$ cat src/design/pts_pkg.sv
// Package for the periodic task tick scheduler.
// Holds the command mode codes, the field widths and the controller/datapath link types.
// No dependencies.
package pts_pkg;

    localparam int MODE_W    = 3;
    localparam int ID_W      = 3;
    localparam int TIME_W    = 16;
    localparam int FIRED_W   = 8;
    localparam int MAX_SLOTS = 8;

    localparam logic [MODE_W-1:0] MODE_TICK    = 3'd0;
    localparam logic [MODE_W-1:0] MODE_CREATE  = 3'd1;
    localparam logic [MODE_W-1:0] MODE_SUSPEND = 3'd2;
    localparam logic [MODE_W-1:0] MODE_RESUME  = 3'd3;
    localparam logic [MODE_W-1:0] MODE_KILL    = 3'd4;

    // Commands from the controller to the datapath.
    typedef struct packed {
        logic accept;  // A command beat is taken this cycle.
        logic edit;    // The beat edits one slot (any mode other than tick).
        logic step;    // Handle the slot at the walk index.
        logic load;    // Move the finished mask into the output register.
    } t_dp_cmd;

    // Status from the datapath to the controller.
    typedef struct packed {
        logic walk_last;  // The walk index sits on the last slot.
    } t_dp_sts;

endpackage

$ cat src/design/pts_dp.sv
// Datapath of the periodic task tick scheduler: slot table, walk index,
// fired mask and output data register. Depends on pts_pkg.
module pts_dp #(
    parameter int NUM_TASKS = 8
) (
    input  logic                         i_clk,
    input  logic                         i_rst_n,
    input  pts_pkg::t_dp_cmd             i_cmd,
    output pts_pkg::t_dp_sts             o_sts,
    input  logic [pts_pkg::MODE_W-1:0]   i_mode,
    input  logic [pts_pkg::ID_W-1:0]     i_task_id,
    input  logic [pts_pkg::TIME_W-1:0]   i_period,
    input  logic [pts_pkg::TIME_W-1:0]   i_first_delay,
    input  logic                         i_start_ready,
    output logic [pts_pkg::FIRED_W-1:0]  o_fired_mask
);

    // Only the first eight slots can ever be addressed, so only they are stored.
    localparam int SLOTS = (NUM_TASKS < pts_pkg::MAX_SLOTS) ? NUM_TASKS : pts_pkg::MAX_SLOTS;
    localparam int IDX_W = (SLOTS > 1) ? $clog2(SLOTS) : 1;
    localparam int TW    = pts_pkg::TIME_W;
    localparam int FW    = pts_pkg::FIRED_W;

    logic [SLOTS-1:0]  r_valid;
    logic [SLOTS-1:0]  r_ready;
    logic [TW-1:0]     r_period    [SLOTS];
    logic [TW-1:0]     r_countdown [SLOTS];
    logic [IDX_W-1:0]  r_idx;
    logic [SLOTS-1:0]  r_mask;
    logic [FW-1:0]     r_out_mask;

    logic              id_ok;
    logic [IDX_W-1:0]  id_slot;
    logic              slot_active;
    logic              slot_zero;

    assign id_ok       = (4'(i_task_id) < 4'(SLOTS));
    assign id_slot     = i_task_id[IDX_W-1:0];
    assign slot_active = r_valid[r_idx] & r_ready[r_idx];
    assign slot_zero   = (r_countdown[r_idx] == '0);

    assign o_sts.walk_last = (r_idx == IDX_W'(SLOTS - 1));
    assign o_fired_mask    = r_out_mask;

    // Valid and ready flags carry the reset state of the table.
    always_ff @(posedge i_clk) begin
        if (!i_rst_n) begin
            r_valid <= '0;
            r_ready <= '0;
        end else if (i_cmd.edit && id_ok) begin
            unique case (i_mode)
                pts_pkg::MODE_CREATE: begin
                    r_valid[id_slot] <= 1'b1;
                    r_ready[id_slot] <= i_start_ready;
                end
                pts_pkg::MODE_SUSPEND: begin
                    r_ready[id_slot] <= 1'b0;
                end
                pts_pkg::MODE_RESUME: begin
                    r_ready[id_slot] <= 1'b1;
                end
                pts_pkg::MODE_KILL: begin
                    r_valid[id_slot] <= 1'b0;
                    r_ready[id_slot] <= 1'b0;
                end
                default: begin
                end
            endcase
        end
    end

    // Period and countdown matter only while a slot is valid, and create
    // always rewrites both, so they need no reset or clearing on kill.
    always_ff @(posedge i_clk) begin
        if (i_cmd.edit && id_ok && (i_mode == pts_pkg::MODE_CREATE)) begin
            r_period[id_slot]    <= i_period;
            r_countdown[id_slot] <= i_first_delay;
        end
        if (i_cmd.step && slot_active) begin
            if (slot_zero) begin
                r_countdown[r_idx] <= r_period[r_idx] - TW'(1);
            end else begin
                r_countdown[r_idx] <= r_countdown[r_idx] - TW'(1);
            end
        end
    end

    always_ff @(posedge i_clk) begin
        if (i_cmd.accept) begin
            r_idx  <= '0;
            r_mask <= '0;
        end else if (i_cmd.step) begin
            r_idx <= r_idx + IDX_W'(1);
            if (slot_active && slot_zero) begin
                r_mask[r_idx] <= 1'b1;
            end
        end
        if (i_cmd.load) begin
            r_out_mask <= FW'(r_mask);
        end
    end

endmodule

$ cat src/design/pts_ctrl.sv
// Controller of the periodic task tick scheduler: the command sequencer
// and the output valid flag. Depends on pts_pkg.
module pts_ctrl (
    input  logic                        i_clk,
    input  logic                        i_rst_n,
    input  logic                        i_in_valid,
    output logic                        o_in_ready,
    input  logic [pts_pkg::MODE_W-1:0]  i_mode,
    output logic                        o_out_valid,
    input  logic                        i_out_ready,
    output pts_pkg::t_dp_cmd            o_cmd,
    input  pts_pkg::t_dp_sts            i_sts
);

    localparam logic [1:0] ST_IDLE = 2'd0;
    localparam logic [1:0] ST_WALK = 2'd1;
    localparam logic [1:0] ST_DONE = 2'd2;

    logic [1:0] r_state;
    logic [1:0] n_state;
    logic       r_out_valid;
    logic       n_out_valid;
    logic       accept;
    logic       load;

    assign o_in_ready  = (r_state == ST_IDLE);
    assign accept      = i_in_valid & o_in_ready;
    assign load        = (r_state == ST_DONE) & (~r_out_valid | i_out_ready);
    assign o_out_valid = r_out_valid;

    assign o_cmd.accept = accept;
    assign o_cmd.edit   = accept & (i_mode != pts_pkg::MODE_TICK);
    assign o_cmd.step   = (r_state == ST_WALK);
    assign o_cmd.load   = load;

    always_comb begin
        n_state = r_state;
        unique case (r_state)
            ST_IDLE: begin
                if (accept) begin
                    n_state = (i_mode == pts_pkg::MODE_TICK) ? ST_WALK : ST_DONE;
                end
            end
            ST_WALK: begin
                if (i_sts.walk_last) begin
                    n_state = ST_DONE;
                end
            end
            ST_DONE: begin
                if (load) begin
                    n_state = ST_IDLE;
                end
            end
            default: begin
                n_state = ST_IDLE;
            end
        endcase
    end

    always_comb begin
        if (load) begin
            n_out_valid = 1'b1;
        end else if (i_out_ready) begin
            n_out_valid = 1'b0;
        end else begin
            n_out_valid = r_out_valid;
        end
    end

    always_ff @(posedge i_clk) begin
        if (!i_rst_n) begin
            r_state     <= ST_IDLE;
            r_out_valid <= 1'b0;
        end else begin
            r_state     <= n_state;
            r_out_valid <= n_out_valid;
        end
    end

endmodule

$ cat src/design/periodic_task_tick_scheduler.sv
// Top level of the periodic task tick scheduler.
// Instantiates pts_ctrl and pts_dp; uses pts_pkg for codes and link types.
//
// Usage: each beat on the command channel (i_in_valid / o_in_ready) carries
// one command: a tick, or a create, suspend, resume or kill of one slot.
// Every command yields exactly one beat on the result channel
// (o_out_valid / i_out_ready) carrying o_fired_mask, where bit i is set when
// slot i fired on that tick. Non-tick commands return a zero mask, and a
// command naming a slot beyond NUM_TASKS changes nothing.
// An edit command goes straight to the done state after acceptance.
// A tick walks the slot table one slot per cycle through a single
// countdown decrement/reload unit, then its mask is loaded into the output
// register; a new command is taken once the previous one has been handed to
// the output register.
// Only the first eight slots are held, since no command can address others.
// Reset clears every slot's valid and ready flag and the output valid flag,
// not the output data; no clearing pass is needed. When the receiver stalls,
// the finished result waits in the output register, the next command is still
// accepted and processed, and its result then waits until the register frees.
module periodic_task_tick_scheduler #(
    parameter int NUM_TASKS = 8
) (
    input  logic                         i_clk,
    input  logic                         i_rst_n,
    input  logic                         i_in_valid,
    output logic                         o_in_ready,
    input  logic [pts_pkg::MODE_W-1:0]   i_mode,
    input  logic [pts_pkg::ID_W-1:0]     i_task_id,
    input  logic [pts_pkg::TIME_W-1:0]   i_period,
    input  logic [pts_pkg::TIME_W-1:0]   i_first_delay,
    input  logic                         i_start_ready,
    output logic                         o_out_valid,
    input  logic                         i_out_ready,
    output logic [pts_pkg::FIRED_W-1:0]  o_fired_mask
);

    pts_pkg::t_dp_cmd dp_cmd;
    pts_pkg::t_dp_sts dp_sts;

    // The controller sequences each command and owns the output valid flag.
    pts_ctrl u_ctrl (
        .i_clk       (i_clk),
        .i_rst_n     (i_rst_n),
        .i_in_valid  (i_in_valid),
        .o_in_ready  (o_in_ready),
        .i_mode      (i_mode),
        .o_out_valid (o_out_valid),
        .i_out_ready (i_out_ready),
        .o_cmd       (dp_cmd),
        .i_sts       (dp_sts)
    );

    // The datapath holds the slot table and builds the fired mask.
    pts_dp #(
        .NUM_TASKS (NUM_TASKS)
    ) u_dp (
        .i_clk         (i_clk),
        .i_rst_n       (i_rst_n),
        .i_cmd         (dp_cmd),
        .o_sts         (dp_sts),
        .i_mode        (i_mode),
        .i_task_id     (i_task_id),
        .i_period      (i_period),
        .i_first_delay (i_first_delay),
        .i_start_ready (i_start_ready),
        .o_fired_mask  (o_fired_mask)
    );

endmodule
$ cat config.mk
export PLATFORM = sky130hd
export DESIGN_NAME = periodic_task_tick_scheduler
export DESIGN_NICKNAME = d
export VERILOG_FILES = /design/src/design/pts_pkg.sv /design/src/design/pts_dp.sv /design/src/design/pts_ctrl.sv /design/src/design/periodic_task_tick_scheduler.sv
export SDC_FILE = /design/constraint.sdc
export NUM_CORES = 1
export LEC_CHECK = 0
export ABC_AREA = 1
export BUFFER_PORTS_ARGS = -buffer_cell sky130_fd_sc_hd__buf_2
export CORE_ASPECT_RATIO = 1.25
export CORE_MARGIN = 1
export CORE_UTILIZATION = 30
export CTS_BUF_LIST = sky130_fd_sc_hd__clkbuf_8 sky130_fd_sc_hd__clkbuf_16
export DETAILED_ROUTE_END_ITERATION = 8
export HOLD_SLACK_MARGIN = 0.02
export PLACE_DENSITY = 0.48
export REMOVE_ABC_BUFFERS = 1
export SLEW_MARGIN = 20
export SYNTH_ARGS = -nofsm -noshare
export SYNTH_HDL_FRONTEND = slang
export SYNTH_SLANG_ARGS = --single-unit
$ cat constraint.sdc
create_clock -name i_clk -period 5.1 [get_ports i_clk]
set_input_delay 0 -clock i_clk [delete_from_list [all_inputs] [get_ports i_clk]]
set_output_delay 0 -clock i_clk [all_outputs]
set_load 0.02 [all_outputs]
==> qor.csv <==
stage,metric,value,unit
die,fp.dieW,190,µm
logic_synthesis,synth_cell_types,44,
worst_setup_path,cp_cell_sequence,clkinv_2 > buf_4 > nand2_1 > nand2_1 > nand2_1 > nand2_1 > nand2_1 > nand2_1 > nor2_1 > nand2_1 > nor2_1 > nand2_2 > nand2_4 > nand2_1 > o21ai_2 > ha_1 > nand3_1 > nor2_4 > nand2_1 > nand2_1 > o21ai_1 > a2bb2oi_1,
route,vias,9354,
route,drc,0,
cells_and_area,final_common_cell,nand2_1,
cells_and_area,area_growth,18.1,%
sta,fmax,248,MHz
sta,setup_slack,1070,ps
pwr,power_leakage,6.11,nW
sta,worst_pin_slew,894,ps
clock_tree,hold_buffers,45,
sta,hold_viol,0,
global_routing,grtUsageTotal,15.4,%
place,placed_area,14100,µm²
clock_tree,cts_root_buf,clkbuf_16,
clock_tree,clk_pin_slew,60,ps
sta,finalSetupViolations,0,
global_routing,grt_pass1_wl,53200,µm
pwr,power.total,5.35,mW
route,post_drt_wl_per_cell,17.0,µm
worst_setup_path,cp_data_arrival_time,4350,ps
place,routabilityCongestion,0.829,
clock_tree,clkLatencyLatePin,580,ps
logic_synthesis,yosys_warnings,0,
worst_setup_path,crit_type,reg2reg,
cells_and_area,finalNonFillerCells,2016,
clock_tree,cts_setup_buffers,0,
sta,rsz0062_at_grt,false,
worst_setup_path,cp_slowest_cell,clkinv_2,
place,place_inst,1915,
global_routing,grt-ovfl-total,0,
clock_tree,cts_inserted_buffers,31,
route,drt-initial-drc-count,558,
logic_synthesis,async_flop_share,0,%
clock_tree,cts_tree,yes,
cells_and_area,multiInputGateArea,3800,µm²
place,post-dp-hpwl,20700,µm
worst_setup_path,endpoint_kind,flip-flop,
die,fp.dieArea,44800,µm²
worst_setup_path,rrSetupSlack,1070,ps
worst_setup_path,cp_slowest_stage_delay,450,ps
cells_and_area,n_fill_cell,4304,
cells_and_area,design_area,15600,µm²
logic_synthesis,ys_seq_area_share,65.1,%
die,row_count,85,
run_status,status,completed,
global_routing,grt_max_degree,74,
logic_synthesis,syn_inst,1329,
logic_synthesis,synthFlopType,edfxtp_1,
clock_tree,ctsResizeCount,0,
sta,fin_setup_tns,0,ps
die,initial_core_util,30.5,%
cells_and_area,drive_above_1_share,11.7,%
worst_setup_path,critPathLaunchType,flip-flop,
logic_synthesis,syn_avg_cell_area,9.93,µm²
global_routing,antenna_found_initial,1,
sta,finalMaxSlewViolations,0,
die,io_pins,53,
min_path,hold_class,in2reg,
sta,whs,24.6,ps
logic_synthesis,synthTopCellsByArea,"edfxtp_1, nand2_1, dfxtp_1, inv_1, nand3_1",
sta,slew_headroom,40.4,%
pwr,powerDensity,343,nW/µm²
clock_tree,cts_max_level,1,
clock_tree,cts_buffer_depth,3,
pwr,max-vdd-ir-drop,0.000223,V
flow_run,maxCapViolCount,0,
logic_synthesis,synth_top_area_share,60.1,%
place,io_buffers,52,
sta,finalCriticalPeriod,4030,ps
cells_and_area,nNetsFinal,1474,
place,post-place-ws,991,ps
logic_synthesis,ys_seq_elements,297,
logic_synthesis,synth_edf_count,264,
sta,min_period_over_period,79.1,%
route,ant_nets,0,
worst_setup_path,cpMostUsedCell,nand2_1,
clock_tree,cts_sinks,297,
route,drtPass1Iterations,5,
logic_synthesis,netlist_area,13200,µm²
global_routing,grt_pass1_vias,9280,
route,vias_per_cell,4.64,
worst_setup_path,cp_max_fo,36,
cells_and_area,final_cell_mix,"nand2_1, edfxtp_1, inv_1",
route,wirelength,34300,µm
worst_setup_path,crit_required,5420,ps
sta,fin_skew,14.5,ps
cells_and_area,utilization,36.0,%
logic_synthesis,yosysTopAreaCell,edfxtp_1,
die,die_y,237,µm
die,core_area,43300,µm²
cells_and_area,ff_latch_area,8590,µm²
-- Yosys cell counts, types with 3 or more instances --
cell type and count:
buf_2 22, o22ai_1 29, nor4_1 8, o21ai_2 3, nor2_1 109, o221ai_1 4
nor2_2 3, nand4_1 4, a21oi_1 21, nand3b_1 6, nor2_4 3, edfxtp_1 264
buf_6 8, inv_2 8, a2bb2oi_1 6, o21ai_0 67, ha_1 3, buf_1 5
nor3_1 17, inv_1 137, clkbuf_1 24, o21ai_1 12, nand3_1 84, dfxtp_1 33
nand2_2 3, nand2_1 416, a221oi_1 9
-- power by group --
part / internal (mW) / switching, mW / leakage [nW]
sequential: 2.66 / 0.00813 / 2.65
clock: 1.27 / 0.946 / 0.510
combinational: 0.142 / 0.320 / 2.95
total: 4.08 / 1.27 / 6.11
-- worst max-delay path: cells and delay by family (launching register included) --
kind | cells | cell delay, ps
flops | 1 | 340
simple gates | 16 | 1720
compound gates | 3 | 590
fa+ha+maj | 1 | 230
buf+inv | 2 | 880
-- logic make-up after synthesis --
| group | share of synthesized area (%) |
|---|---|
| fa+ha+maj | 0.284 |
| simple gates | 20.6 |
| xor+xnor | 0.199 |
| compound gates | 7.25 |
| flops | 65.1 |
| buf+inv | 6.64 |
-- per-layer routing --
layer | vias up | track usage [%] | wire, µm
li1 | 4667 | - | -
met4 | 0 | 4.96 | 848
met1 | 4478 | 19.0 | 14700
met5 | - | 0 | 0
met2 | 151 | 27.9 | 17500
met3 | 58 | 1.70 | 1230
-- sequential cells by signal (all words and copies together) (netlist names), named ones only --
name                cells
u_dp.r_mask             8
u_ctrl.r_state          2
u_dp.r_period         128
u_dp.o_fired_mask       8
u_dp.r_countdown      128
u_ctrl.o_out_valid      1
u_dp.r_idx              3
-- area by class of cell --
cell class,count,share of cell area [%]
clock buffers,32,5.07
well taps,565,4.54
repair buffers,127,5.97
diodes,1,0.0161
clock inverters,23,1.32
flip-flops and latches,297,55.1
inverters,147,3.55
multi-input cells,824,24.4
-- path summary, 6_finish.rpt --
check / startpoint / endpoint / cells past startpoint
worst max-delay path: flip-flop / u_dp.r_countdown[1][6] / 22
worst min-delay path: i_first_delay[3] / u_dp.r_countdown[0][3] / 3
worst max register to register: flip-flop / u_dp.r_countdown[1][6] / 22
worst min register to register: u_dp.r_mask[2] / u_dp.o_fired_mask[2] / 0
(Power assumes the default switching activity.)
